[config.mk]
export PLATFORM = sky130hd
export DESIGN_NAME = reno_congestion_window
export DESIGN_NICKNAME = d
export VERILOG_FILES = /design/src/sv/rcw_pkg.sv /design/src/sv/reno_congestion_window.sv /design/src/sv/rcw_front.sv /design/src/sv/rcw_queue.sv /design/src/sv/rcw_div.sv /design/src/sv/rcw_back.sv
export SDC_FILE = /design/constraint.sdc
export NUM_CORES = 2
export LEC_CHECK = 0
export BUFFER_PORTS_ARGS = -buffer_cell sky130_fd_sc_hd__buf_4
export CAP_MARGIN = 20
export CELL_PAD_IN_SITES_DETAIL_PLACEMENT = 0
export CELL_PAD_IN_SITES_GLOBAL_PLACEMENT = 1
export CORE_ASPECT_RATIO = 0.5
export CORE_MARGIN = 2
export CORE_UTILIZATION = 40
export CTS_CLUSTER_DIAMETER = 150
export DETAILED_ROUTE_END_ITERATION = 10
export GPL_ROUTABILITY_DRIVEN = 0
export HOLD_SLACK_MARGIN = 0.1
export PLACE_DENSITY_LB_ADDON = 0.3
export SETUP_SLACK_MARGIN = 0.2
export SLEW_MARGIN = 5
export SYNTH_ARGS = -nofsm -noshare
export SYNTH_HDL_FRONTEND = slang
export SYNTH_SLANG_ARGS = --single-unit
export TNS_END_PERCENT = 30
[constraint.sdc]
create_clock -name clk_i -period 8.4 [get_ports clk_i]
set_clock_uncertainty 0.05 [all_clocks]
set_input_delay 0.84 -clock clk_i [delete_from_list [all_inputs] [get_ports clk_i]]
set_output_delay 0.84 -clock clk_i [all_outputs]
set_load 0.005 [all_outputs]
[src/sv/rcw_pkg.sv]
// ----------------------------------------------------------------------------
// rcw_pkg: shared types and constants for the reno congestion window
// Holds command codes, transaction structs, reset values and sizes that the
// front end, queue, back end and top level all use.
// ----------------------------------------------------------------------------
package rcw_pkg;

  // default width of the window, threshold and prior window state
  localparam int unsigned WINDOW_BITS_DEF = 32;

  // configuration reset values
  localparam logic [15:0] MTU_RESET            = 16'd1200;
  localparam logic [31:0] INIT_WINDOW_RESET    = 32'd12000;
  localparam logic [31:0] INIT_THRESHOLD_RESET = 32'hFFFF_FFFF;

  // configuration register indexes (byte address 4*i)
  localparam logic [1:0] REG_MTU            = 2'd0;
  localparam logic [1:0] REG_INIT_WINDOW    = 2'd1;
  localparam logic [1:0] REG_INIT_THRESHOLD = 2'd2;

  // op queue between front and back
  localparam int unsigned QUEUE_DEPTH = 2;
  localparam int unsigned QUEUE_AW    = 1;

  // serial divider: one quotient bit per cycle over a 32-bit dividend
  localparam int unsigned DIV_NUM_BITS = 32;
  localparam int unsigned DIV_CNT_W    = 5;

  // event commands
  typedef enum logic [1:0] {
    CMD_ACK  = 2'd0,
    CMD_LOSS = 2'd1,
    CMD_IDLE = 2'd2,
    CMD_SNAP = 2'd3
  } cmd_e;

  // input transaction
  typedef struct packed {
    cmd_e        command;
    logic [15:0] acked_bytes;
    logic [31:0] now_ms;
    logic        idle_value;
  } rcw_in_t;

  // result transaction
  typedef struct packed {
    logic [31:0] window_bytes;
    logic [31:0] threshold_bytes;
    logic [31:0] prior_window_bytes;
    logic        idle_state;
    logic [31:0] loss_time_ms;
  } rcw_out_t;

  // classified op: arg carries mtu*acked for ack, now_ms for loss,
  // the idle flag in bit 0 for idle update
  typedef struct packed {
    cmd_e        kind;
    logic [15:0] acked;
    logic [31:0] arg;
  } rcw_op_t;

  // configuration seen by the back end
  typedef struct packed {
    logic [15:0] mtu;
    logic        win_load;
    logic [31:0] win_value;
    logic        thr_load;
    logic [31:0] thr_value;
  } rcw_cfg_t;

  // back end status toward queue and top level
  typedef struct packed {
    logic pop;
    logic busy;
  } rcw_bk_stat_t;

endpackage

[src/sv/reno_congestion_window.sv]
// ----------------------------------------------------------------------------
// reno_congestion_window: reno congestion window tracker
// Applies ack, loss, idle and snapshot events to the congestion window state
// and returns one result transaction per event.
// ----------------------------------------------------------------------------
// channel   direction  handshake                  payload
// in        input      in_valid_i / in_stall_o     rcw_in_t
// out       output     out_valid_o / out_stall_i   rcw_out_t
// cfg       input      psel/penable/pwrite/pready  pwdata, paddr (apb)
//
// an accepted transaction is registered in the op queue, then taken by the back
// end, which registers the result at once for loss, idle, snapshot, slow-start
// and zero-window acks; a congestion avoidance ack first runs the serial divider
// (start, 32 steps, write-back) before its result is registered.
// reset empties the queue and the result register and loads the window state
// from the default initial values. a stalled output holds the back end, and
// the two-entry op queue keeps accepting until it fills.
// ----------------------------------------------------------------------------
module reno_congestion_window #(
  parameter int unsigned WINDOW_BITS = rcw_pkg::WINDOW_BITS_DEF
) (
  input  logic              clk_i,
  input  logic              rst_ni,
  input  logic              in_valid_i,
  output logic              in_stall_o,
  input  rcw_pkg::rcw_in_t  in_data_i,
  output logic              out_valid_o,
  input  logic              out_stall_i,
  output rcw_pkg::rcw_out_t out_data_o,
  input  logic              psel,
  input  logic              penable,
  input  logic              pwrite,
  input  logic [3:0]        paddr,
  input  logic [31:0]       pwdata,
  output logic [31:0]       prdata,
  output logic              pready
);

  logic [15:0]           mtu_q;
  logic [31:0]           init_win_q;
  logic [31:0]           init_thr_q;
  logic                  cfg_wr;
  logic [1:0]            reg_idx;
  rcw_pkg::rcw_cfg_t     cfg;
  logic                  q_full;
  logic                  q_empty;
  logic                  push;
  rcw_pkg::rcw_op_t      push_op;
  rcw_pkg::rcw_op_t      head_op;
  rcw_pkg::rcw_bk_stat_t bk_stat;

  // apb register access
  assign pready  = 1'b1;
  assign reg_idx = paddr[3:2];
  assign cfg_wr  = psel && penable && pwrite && pready;

  always_ff @(posedge clk_i or negedge rst_ni) begin
    if (!rst_ni) begin
      mtu_q      <= rcw_pkg::MTU_RESET;
      init_win_q <= rcw_pkg::INIT_WINDOW_RESET;
      init_thr_q <= rcw_pkg::INIT_THRESHOLD_RESET;
    end else if (cfg_wr) begin
      unique case (reg_idx)
        rcw_pkg::REG_MTU:            mtu_q      <= pwdata[15:0];
        rcw_pkg::REG_INIT_WINDOW:    init_win_q <= pwdata;
        rcw_pkg::REG_INIT_THRESHOLD: init_thr_q <= pwdata;
        default: ;
      endcase
    end
  end

  always_comb begin
    unique case (reg_idx)
      rcw_pkg::REG_MTU:            prdata = {16'd0, mtu_q};
      rcw_pkg::REG_INIT_WINDOW:    prdata = init_win_q;
      rcw_pkg::REG_INIT_THRESHOLD: prdata = init_thr_q;
      default:                     prdata = '0;
    endcase
  end

  // a write of an initial value also loads the live register
  assign cfg.mtu       = mtu_q;
  assign cfg.win_load  = cfg_wr && (reg_idx == rcw_pkg::REG_INIT_WINDOW);
  assign cfg.win_value = pwdata;
  assign cfg.thr_load  = cfg_wr && (reg_idx == rcw_pkg::REG_INIT_THRESHOLD);
  assign cfg.thr_value = pwdata;

  rcw_front u_front (
    .in_valid_i(in_valid_i),
    .in_data_i (in_data_i),
    .mtu_i     (mtu_q),
    .q_full_i  (q_full),
    .in_stall_o(in_stall_o),
    .push_o    (push),
    .op_o      (push_op)
  );

  rcw_queue u_queue (
    .clk_i    (clk_i),
    .rst_ni   (rst_ni),
    .push_i   (push),
    .push_op_i(push_op),
    .pop_i    (bk_stat.pop),
    .full_o   (q_full),
    .empty_o  (q_empty),
    .head_o   (head_op)
  );

  rcw_back #(
    .WINDOW_BITS(WINDOW_BITS)
  ) u_back (
    .clk_i      (clk_i),
    .rst_ni     (rst_ni),
    .cfg_i      (cfg),
    .op_valid_i (!q_empty),
    .op_i       (head_op),
    .stat_o     (bk_stat),
    .out_valid_o(out_valid_o),
    .out_stall_i(out_stall_i),
    .out_data_o (out_data_o)
  );

  // the back end never takes from an empty queue
  assert property (@(posedge clk_i) disable iff (!rst_ni)
    bk_stat.pop |-> !q_empty)
    else $error("op taken from empty queue");

  // an op is taken only when the result register has room
  assert property (@(posedge clk_i) disable iff (!rst_ni)
    bk_stat.pop |-> (!out_valid_o || !out_stall_i))
    else $error("op taken while result register is blocked");

  // no new op while a division is running
  assert property (@(posedge clk_i) disable iff (!rst_ni)
    bk_stat.busy |-> !bk_stat.pop)
    else $error("op taken while divider busy");

  // events other than ack register their result in the cycle they are taken
  assert property (@(posedge clk_i) disable iff (!rst_ni)
    (bk_stat.pop && (head_op.kind != rcw_pkg::CMD_ACK)) |=> out_valid_o)
    else $error("single-cycle event produced no result");

endmodule

[src/sv/rcw_front.sv]
// ----------------------------------------------------------------------------
// rcw_front: input acceptance and event classification
// Takes input transactions while the op queue has room, forms the
// congestion avoidance product mtu*acked and packs each event into an op.
// ----------------------------------------------------------------------------
module rcw_front (
  input  logic             in_valid_i,
  input  rcw_pkg::rcw_in_t in_data_i,
  input  logic [15:0]      mtu_i,
  input  logic             q_full_i,
  output logic             in_stall_o,
  output logic             push_o,
  output rcw_pkg::rcw_op_t op_o
);

  logic [31:0] product;

  // stall only on a full queue
  assign in_stall_o = q_full_i;
  assign push_o     = in_valid_i && !q_full_i;

  // growth numerator for congestion avoidance
  assign product = 32'(mtu_i) * 32'(in_data_i.acked_bytes);

  // pick the argument each command needs
  always_comb begin
    op_o.kind  = in_data_i.command;
    op_o.acked = in_data_i.acked_bytes;
    unique case (in_data_i.command)
      rcw_pkg::CMD_ACK:  op_o.arg = product;
      rcw_pkg::CMD_LOSS: op_o.arg = in_data_i.now_ms;
      rcw_pkg::CMD_IDLE: op_o.arg = {31'd0, in_data_i.idle_value};
      default:           op_o.arg = '0;
    endcase
  end

endmodule

[src/sv/rcw_queue.sv]
// ----------------------------------------------------------------------------
// rcw_queue: short op queue between front and back
// A small register queue that decouples event acceptance from execution.
// ----------------------------------------------------------------------------
module rcw_queue (
  input  logic             clk_i,
  input  logic             rst_ni,
  input  logic             push_i,
  input  rcw_pkg::rcw_op_t push_op_i,
  input  logic             pop_i,
  output logic             full_o,
  output logic             empty_o,
  output rcw_pkg::rcw_op_t head_o
);

  rcw_pkg::rcw_op_t                mem_q [rcw_pkg::QUEUE_DEPTH];
  logic [rcw_pkg::QUEUE_AW-1:0]    wr_ptr_q, wr_ptr_d;
  logic [rcw_pkg::QUEUE_AW-1:0]    rd_ptr_q, rd_ptr_d;
  logic [rcw_pkg::QUEUE_AW:0]      count_q, count_d;
  logic                            do_push;
  logic                            do_pop;

  assign full_o  = (count_q == (rcw_pkg::QUEUE_AW + 1)'(rcw_pkg::QUEUE_DEPTH));
  assign empty_o = (count_q == '0);
  assign head_o  = mem_q[rd_ptr_q];

  assign do_push = push_i && !full_o;
  assign do_pop  = pop_i && !empty_o;

  // pointer and fill count update
  always_comb begin
    wr_ptr_d = do_push ? wr_ptr_q + 1'b1 : wr_ptr_q;
    rd_ptr_d = do_pop ? rd_ptr_q + 1'b1 : rd_ptr_q;
    unique case ({do_push, do_pop})
      2'b10:   count_d = count_q + 1'b1;
      2'b01:   count_d = count_q - 1'b1;
      default: count_d = count_q;
    endcase
  end

  always_ff @(posedge clk_i or negedge rst_ni) begin
    if (!rst_ni) begin
      wr_ptr_q <= '0;
      rd_ptr_q <= '0;
      count_q  <= '0;
    end else begin
      wr_ptr_q <= wr_ptr_d;
      rd_ptr_q <= rd_ptr_d;
      count_q  <= count_d;
    end
  end

  // entry storage
  always_ff @(posedge clk_i) begin
    if (do_push) begin
      mem_q[wr_ptr_q] <= push_op_i;
    end
  end

endmodule

[src/sv/rcw_div.sv]
// ----------------------------------------------------------------------------
// rcw_div: serial restoring divider
// Divides a 32-bit numerator by a window-wide divisor, one quotient bit per
// cycle. A zero divisor yields an all-ones quotient.
// ----------------------------------------------------------------------------
module rcw_div #(
  parameter int unsigned WINDOW_BITS = rcw_pkg::WINDOW_BITS_DEF
) (
  input  logic                   clk_i,
  input  logic                   rst_ni,
  input  logic                   start_i,
  input  logic [31:0]            num_i,
  input  logic [WINDOW_BITS-1:0] den_i,
  output logic                   done_o,
  output logic [31:0]            quot_o
);

  logic [WINDOW_BITS-1:0]        rem_q, rem_d;
  logic [WINDOW_BITS-1:0]        den_q;
  logic [31:0]                   quo_q, quo_d;
  logic [rcw_pkg::DIV_CNT_W-1:0] cnt_q;
  logic                          busy_q;
  logic                          done_q;
  logic [WINDOW_BITS:0]          shifted;
  logic [WINDOW_BITS:0]          diff;
  logic                          ge;

  // one restoring step
  always_comb begin
    shifted = {rem_q, quo_q[31]};
    diff    = shifted - {1'b0, den_q};
    ge      = (shifted >= {1'b0, den_q});
    rem_d   = ge ? diff[WINDOW_BITS-1:0] : shifted[WINDOW_BITS-1:0];
    quo_d   = {quo_q[30:0], ge};
  end

  always_ff @(posedge clk_i or negedge rst_ni) begin
    if (!rst_ni) begin
      busy_q <= 1'b0;
      done_q <= 1'b0;
      cnt_q  <= '0;
    end else begin
      done_q <= 1'b0;
      if (start_i) begin
        busy_q <= 1'b1;
        cnt_q  <= '0;
      end else if (busy_q) begin
        cnt_q <= cnt_q + 1'b1;
        if (cnt_q == rcw_pkg::DIV_CNT_W'(rcw_pkg::DIV_NUM_BITS - 1)) begin
          busy_q <= 1'b0;
          done_q <= 1'b1;
        end
      end
    end
  end

  // datapath
  always_ff @(posedge clk_i) begin
    if (start_i) begin
      rem_q <= '0;
      quo_q <= num_i;
      den_q <= den_i;
    end else if (busy_q) begin
      rem_q <= rem_d;
      quo_q <= quo_d;
    end
  end

  assign done_o = done_q;
  assign quot_o = quo_q;

endmodule

[src/sv/rcw_back.sv]
// ----------------------------------------------------------------------------
// rcw_back: event execution and result register
// Owns the window state, executes one op at a time, runs the serial divider
// for congestion avoidance and holds the result until it is taken.
// ----------------------------------------------------------------------------
module rcw_back #(
  parameter int unsigned WINDOW_BITS = rcw_pkg::WINDOW_BITS_DEF
) (
  input  logic                  clk_i,
  input  logic                  rst_ni,
  input  rcw_pkg::rcw_cfg_t     cfg_i,
  input  logic                  op_valid_i,
  input  rcw_pkg::rcw_op_t      op_i,
  output rcw_pkg::rcw_bk_stat_t stat_o,
  output logic                  out_valid_o,
  input  logic                  out_stall_i,
  output rcw_pkg::rcw_out_t     out_data_o
);

  localparam int unsigned MW    = (WINDOW_BITS > 32) ? WINDOW_BITS : 32;
  localparam int unsigned SUM_W = MW + 1;
  localparam logic [WINDOW_BITS-1:0] WMAX = {WINDOW_BITS{1'b1}};

  localparam logic ST_IDLE = 1'b0;
  localparam logic ST_DIV  = 1'b1;

  logic                   state_q, state_d;
  logic [WINDOW_BITS-1:0] win_q, win_d;
  logic [WINDOW_BITS-1:0] thr_q, thr_d;
  logic [WINDOW_BITS-1:0] prior_q, prior_d;
  logic                   idle_q, idle_d;
  logic [31:0]            loss_q, loss_d;
  logic                   out_valid_q, out_valid_d;
  rcw_pkg::rcw_out_t      out_q;
  logic                   slot_free;
  logic                   pop;
  logic                   load_out;
  logic                   div_start;
  logic                   div_done;
  logic [31:0]            div_quot;
  logic [WINDOW_BITS-1:0] half;
  logic [WINDOW_BITS-1:0] floor_thr;

  // saturate a 32-bit value to the window range
  function automatic logic [WINDOW_BITS-1:0] clamp32(logic [31:0] v);
    logic [MW-1:0] ext;
    ext = MW'(v);
    if (ext > MW'(WMAX)) begin
      return WMAX;
    end
    return ext[WINDOW_BITS-1:0];
  endfunction

  // window plus growth, stopping at the maximum
  function automatic logic [WINDOW_BITS-1:0] sat_add(logic [WINDOW_BITS-1:0] a,
                                                      logic [31:0] b);
    logic [SUM_W-1:0] sum;
    sum = SUM_W'(a) + SUM_W'(b);
    if (sum > SUM_W'(WMAX)) begin
      return WMAX;
    end
    return sum[WINDOW_BITS-1:0];
  endfunction

  // low 32 bits of a window-wide value
  function automatic logic [31:0] lo32(logic [WINDOW_BITS-1:0] v);
    logic [MW-1:0] ext;
    ext = MW'(v);
    return ext[31:0];
  endfunction

  rcw_div #(
    .WINDOW_BITS(WINDOW_BITS)
  ) u_div (
    .clk_i  (clk_i),
    .rst_ni (rst_ni),
    .start_i(div_start),
    .num_i  (op_i.arg),
    .den_i  (win_q),
    .done_o (div_done),
    .quot_o (div_quot)
  );

  // take an op only when the result register can hold its result
  assign slot_free = !out_valid_q || !out_stall_i;
  assign pop       = (state_q == ST_IDLE) && op_valid_i && slot_free;

  assign half      = win_q >> 1;
  assign floor_thr = WINDOW_BITS'({cfg_i.mtu, 1'b0});

  // next state of the window registers
  always_comb begin
    state_d   = state_q;
    win_d     = win_q;
    thr_d     = thr_q;
    prior_d   = prior_q;
    idle_d    = idle_q;
    loss_d    = loss_q;
    div_start = 1'b0;
    load_out  = 1'b0;

    // initial values load on configuration writes
    if (cfg_i.win_load) begin
      win_d = clamp32(cfg_i.win_value);
    end
    if (cfg_i.thr_load) begin
      thr_d = clamp32(cfg_i.thr_value);
    end

    unique case (state_q)
      ST_IDLE: begin
        if (pop) begin
          load_out = 1'b1;
          unique case (op_i.kind)
            rcw_pkg::CMD_ACK: begin
              priority if (win_q < thr_q) begin
                win_d = sat_add(win_q, 32'(op_i.acked));
              end else if (win_q == '0) begin
                win_d = WMAX;
              end else begin
                div_start = 1'b1;
                load_out  = 1'b0;
                state_d   = ST_DIV;
              end
            end
            rcw_pkg::CMD_LOSS: begin
              prior_d = win_q;
              thr_d   = (half > floor_thr) ? half : floor_thr;
              win_d   = thr_d;
              loss_d  = op_i.arg;
            end
            rcw_pkg::CMD_IDLE: begin
              idle_d = op_i.arg[0];
            end
            default: begin
              prior_d = win_q;
            end
          endcase
        end
      end
      default: begin
        if (div_done) begin
          win_d    = sat_add(win_q, div_quot);
          load_out = 1'b1;
          state_d  = ST_IDLE;
        end
      end
    endcase
  end

  assign out_valid_d = load_out || (out_valid_q && out_stall_i);

  always_ff @(posedge clk_i or negedge rst_ni) begin
    if (!rst_ni) begin
      state_q     <= ST_IDLE;
      win_q       <= clamp32(rcw_pkg::INIT_WINDOW_RESET);
      thr_q       <= clamp32(rcw_pkg::INIT_THRESHOLD_RESET);
      prior_q     <= '0;
      idle_q      <= 1'b0;
      loss_q      <= '0;
      out_valid_q <= 1'b0;
    end else begin
      state_q     <= state_d;
      win_q       <= win_d;
      thr_q       <= thr_d;
      prior_q     <= prior_d;
      idle_q      <= idle_d;
      loss_q      <= loss_d;
      out_valid_q <= out_valid_d;
    end
  end

  // result register
  always_ff @(posedge clk_i) begin
    if (load_out) begin
      out_q.window_bytes       <= lo32(win_d);
      out_q.threshold_bytes    <= lo32(thr_d);
      out_q.prior_window_bytes <= lo32(prior_d);
      out_q.idle_state         <= idle_d;
      out_q.loss_time_ms       <= loss_d;
    end
  end

  assign stat_o.pop  = pop;
  assign stat_o.busy = (state_q != ST_IDLE);
  assign out_valid_o = out_valid_q;
  assign out_data_o  = out_q;

endmodule
Yosys cells after proc, flatten, opt, wreduce, memory -nomap -nowiden
Memories as Yosys holds them, arrays and structs flattened.
Index checks and enable logic that the tools add are counted.
Word-level totals
  memory bits (writable): 100
  memories kept: 1
  output and inout port bits: 164
  input port bits: 94
  register bits: 447
  logic and storage cells: 146
Memory list
  u_queue.mem_q: words 2, bits a word 50, read ports 1, clocked after memory_dff 0, wr ports 1, line rcw_queue.sv:16  | rcw_pkg::rcw_op_t mem_q [rcw_pkg::QUEUE_DEPTH];
Operators by class
  reductions and logical operators: 27
  add/subtract/negate cells: 8
  order comparisons: 6
  equal/unequal tests: 10
  $mul: 1
  bitwise gates (word level): 1
  mux-type cells: 68
Operators with widths (count)
  $mux 32: 26
  $pmux 32 s3: 2
  $gt 33x32->1 const B: 2
  $pmux 32 s2: 1
  $mux 1: 35
  $add 32x16->33: 1
  $add 32x32->33: 1
  $ge 33x32->1: 1
  $gt 32x32->1 const B: 1
  $logic_not 32->1: 1
  $lt 32x32->1: 1
  $mul 16x16->32: 1
  $sub 32x32->32: 1
  $gt 31x17->1: 1
  $mux 31: 1
  $eq 2x2->1 const B: 5
  $logic_and 1x1->1: 10
  $mux 5: 2
  $eq 2x1->1 const B: 4
  $logic_not 2->1: 4
  $reduce_and 2->1: 3
  $add 5x1->5 const B: 1
  $eq 5x5->1 const B: 1
  $logic_not 1->1: 4
  8 further kinds: 11

Depth between registers and ports, before layout
An unclocked memory read counts as a cell.
  word-level depth: 13
  mapped depth: 26
  gate-level depth less buffers: 24

Cells and area by module
Synthesis repeated with hierarchy kept, for this count alone.
Unflattened totals
  cells, all modules: 3404
  area total of the unflattened synthesis: 37078.1 um2
By module, submodules not included
  rcw_back: times used 1, area each 14244.9 um2, cells each 1318, seq. area each 7200.7 um2
  rcw_front: times used 1, area each 9178.8 um2, cells each 1114, seq. area each 0.0 um2
  rcw_div: times used 1, area each 5859.4 um2, cells each 546, seq. area each 2737.6 um2
  rcw_queue: times used 1, area each 4057.6 um2, cells each 174, seq. area each 3103.0 um2
  reno_congestion_window: times used 1, area each 3737.3 um2, cells each 252, seq. area each 2055.7 um2

Worst setup path before layout
No wires, ideal clock.
  path type: in2reg
  start: in in_data_i[45] in the netlist's numbering
  end: mem u_queue.mem_q[0][30] in the netlist's numbering, data pin
  data required time: 8193 ps
  cell stages on the path: 23
  path slack: 1620 ps
  library setup time: 157 ps
  path buffers: 2
  data arrival time: 6573 ps
  path through: clkbuf_1 > nand2_1 > fa_1 > inv_1 > fa_1 > fa_1 > fa_1 > fa_1 > inv_1 > fa_1 > inv_1 > ha_1 > clkbuf_1 > a21o_1 > a21o_1 > a2111oi_0 > o21ai_0 > a211oi_1 > o21ai_0 > a31oi_1 > xnor2_1 > nand2_1 > a21oi_1
RTL lines
  start: declaration: line reno_congestion_window.sv:26  | input rcw_pkg::rcw_in_t in_data_i,
  end: declaration: line rcw_queue.sv:16

==> impl_metrics.tcl <==
set metrics [dict create \
    coreArea_um2 88800 \
    worst_pin_slew_ns 1.03 \
    drive_gt1_frac 0.149 \
    cts.reportedPaths.clkPinSlew_ns 0.07 \
    status "complete, no violations" \
    rsz0062_at_grt "false" \
    dr.pass1.iters 6 \
    grt_pass1_wl_mm 168 \
    synthArstFlopShare 0.406 \
    ios 258 \
    grt_max_degree 117 \
    cts_tree "done" \
    arrival_ns 7.63 \
    area_delta_synth_final_pct 13.9 \
    met2_usage 0.392 \
    grt_pass1_vias 27496 \
    crit_path_top_delay_cell "dfstp_2" \
    max_freq_mhz 139 \
    synth-xor-area-share 0.0280 \
    grtUsageMet3 0.0292 \
    yosysSeqAreaShare 0.419 \
    postCtsSetupBuffers 0 \
    synth_top_cell_by_area "edfxtp_1" \
    finalCriticalPeriod_ns 7.20 \
    grt_antenna_before_repair 1 \
    drc_errors 0 \
    dieArea_um2 92600 \
    synth_compound_area_frac 0.130 \
    required_ns 8.83 \
    ys_top_cells_by_count "nand2_1 (549), inv_1 (346), edfxtp_1 (293)" \
    tns_ns 0 \
    slew_viol_final 0 \
    start_util 0.406 \
    synth_cell_type_count 87 \
    synth_fa_ha_area_frac 0.191 \
    netlist_instances 3573 \
    syn_avg_cell_area_um2 10.1 \
    stdcell_count 4989 \
    viasPerCell 5.49 \
    num_vias 27405 \
    cts_made_buffers 54 \
    cts_resized 0 \
    wire_per_inst_um 22.3 \
    track_usage 0.238 \
    min_path_type "in -> async" \
    drt_iter0_markers 2280 \
    wl_mm 111 \
    hpwl_mm 81.7 \
    slew_headroom 0.302 \
    fp-row-count 77 \
    hold_viol 0 \
    final_antenna_net_count 0 \
    setup_viol 0 \
    synth_simple_gate_area_frac 0.133 \
    busiest_layer "met2" \
    ctsHoldBuffers 0 \
    htree_levels 2 \
    synth_top_area_frac 0.244 \
    num-nets-final 4282 \
    worst_path_largest_cell_delay_ns 0.90 \
    place_inst 4885 \
    port_buffers 254 \
    yosysWarningCount 0 \
    synth_nets 4098 \
    cap_viol_max_count 0 \
    die_h_um 216 \
    clk-insertion-delay-late_ns 0.65 \
    grt_overflow_total 0 \
    clock-sinks 547 \
    synth-edff-count 293 \
    yosys_register_bits 547 \
    cts_root_buffer "clkbuf_16" \
    post-synth-top-count-cell "nand2_1" \
    syn_area_um2 36000 \
    critical_path.max_fanout 19 \
    path_cells "and2_1, fa_1, fa_1, fa_1, fa_1, fa_1, inv_1, fa_1, inv_1, ha_1, a21o_1, a21o_1, a2111oi_0, o21ai_0, a211oi_1, o21ai_0, a31oi_1, xnor2_1, nand2_1, a21oi_1" \
    grtUsageMet1 0.329 \
    critPathLaunchType "flop" \
    clk_path_buf_depth 3 \
    hold_slack_ns 0.249 \
    cp_common_cell "fa_1" \
    dieWidth_um 428 \
    r2r_setup_slack_ns 1.20 \
    synth.area.top_cells "edfxtp_1 (24%), fa_1 (11%), dfrtp_1 (9.7%), ha_1 (8.1%), dfstp_2 (6.0%)" \
    synth.mux.area_fraction 0.0428 \
    synthFlopType "edfxtp_1" \
    endpoint_kind "flop" \
    synth_top_family_by_area "adder cells" \
    fin_crit_sh 0.857 \
    crit_type "reg -> reg" \
]
stage by stage:
step | setup WS (ns) | area (µm²) | utilization
3_3_place_gp | 1.11 | 39200 | 0.441
3_5_place_dp | 1.10 | 39200 | 0.441
5_1_grt | 0.748 | 41000 | 0.462
4_1_cts | 1.26 | 41000 | 0.462
6_report | 1.20 | 41000 | 0.462
2_1_floorplan | 1.62 | 36000 | -
placed cells by master, fill, tap and decap left out, types with 58 or more instances in the layout:
cell and count:
xnor2_1 69, o21ai_0 171, a21o_1 78, edfxtp_1 293, fa_1 197, dfstp_2 82
dfrtp_1 138, clkbuf_16 58, mux2i_1 91, nor2_1 179, a21oi_1 220, ha_1 234
buf_4 304, inv_1 346, nand2_1 546, and2_1 125
final timing paths:
path / from / endpoint / cells past startpoint
worst min register to register: init_thr_q[13] / init_thr_q[13] / 2
worst max-delay path: mtu_q[4] / u_queue.mem_q[1][30] / 20
min in group clk_i: pwdata[5] / mtu_q[5] / 3
max in group asynchronous: rst_ni / init_win_q[20] / 2
worst max register to register: mtu_q[4] / u_queue.mem_q[1][30] / 20
worst min-delay path: rst_ni / init_win_q[8] / 1
sequential cells by signal (all words and copies together) (netlist names), 2 cells and up:
| register | count |
|---|---|
| init_thr_q | 32 |
| u_back.u_div.quot_o | 32 |
| u_queue.mem_q | 100 |
| u_back.u_div.den_q | 32 |
| u_back.out_data_o | 129 |
| u_back.win_q | 32 |
| u_back.u_div.cnt_q | 5 |
| mtu_q | 16 |
| u_queue.count_q | 2 |
| init_win_q | 32 |
| u_back.thr_q | 32 |
| u_back.u_div.rem_q | 32 |
| u_back.loss_q | 32 |
| u_back.prior_q | 32 |
per-layer routing:
| layer | vias up | share of wire |
|---|---|---|
| met5 | - | 0 |
| met3 | 177 | 0.051 |
| met2 | 780 | 0.47 |
| met1 | 13834 | 0.45 |
| li1 | 12614 | - |
| met4 | 0 | 0.030 |
kinds of logic after synthesis:
group	count (synthesis)
flip-flops	547
other	1
XOR/XNOR	115
buffers and inverters	527
multiplexers	147
adder cells (fa/ha/maj)	431
AND/OR/NAND/NOR	1068
AO/OA/AOI/OAI	737
final cells by class:
type,count,area [µm²]
diodes,1,2.50
clock buffers,72,1540
clock inverters,30,280
fillers,8411,47800
inverters,348,1310
multi-input cells,2499,19000
flip-flops and latches,547,15100
well taps,1185,1480
repair buffers,307,2340
critical path: cells and delay by family, from the launching register on:
kind            cells  cell delay (ns)
compound gates      8             1.95
xor+xnor            1             0.15
simple gates        2             0.32
buf+inv             2             0.11
fa+ha+maj           7             3.54
flops               1             0.90
Power is left out: the tool's default activity adds up to more than one toggle a clock period on the data nets, which glitch-free logic cannot reach.
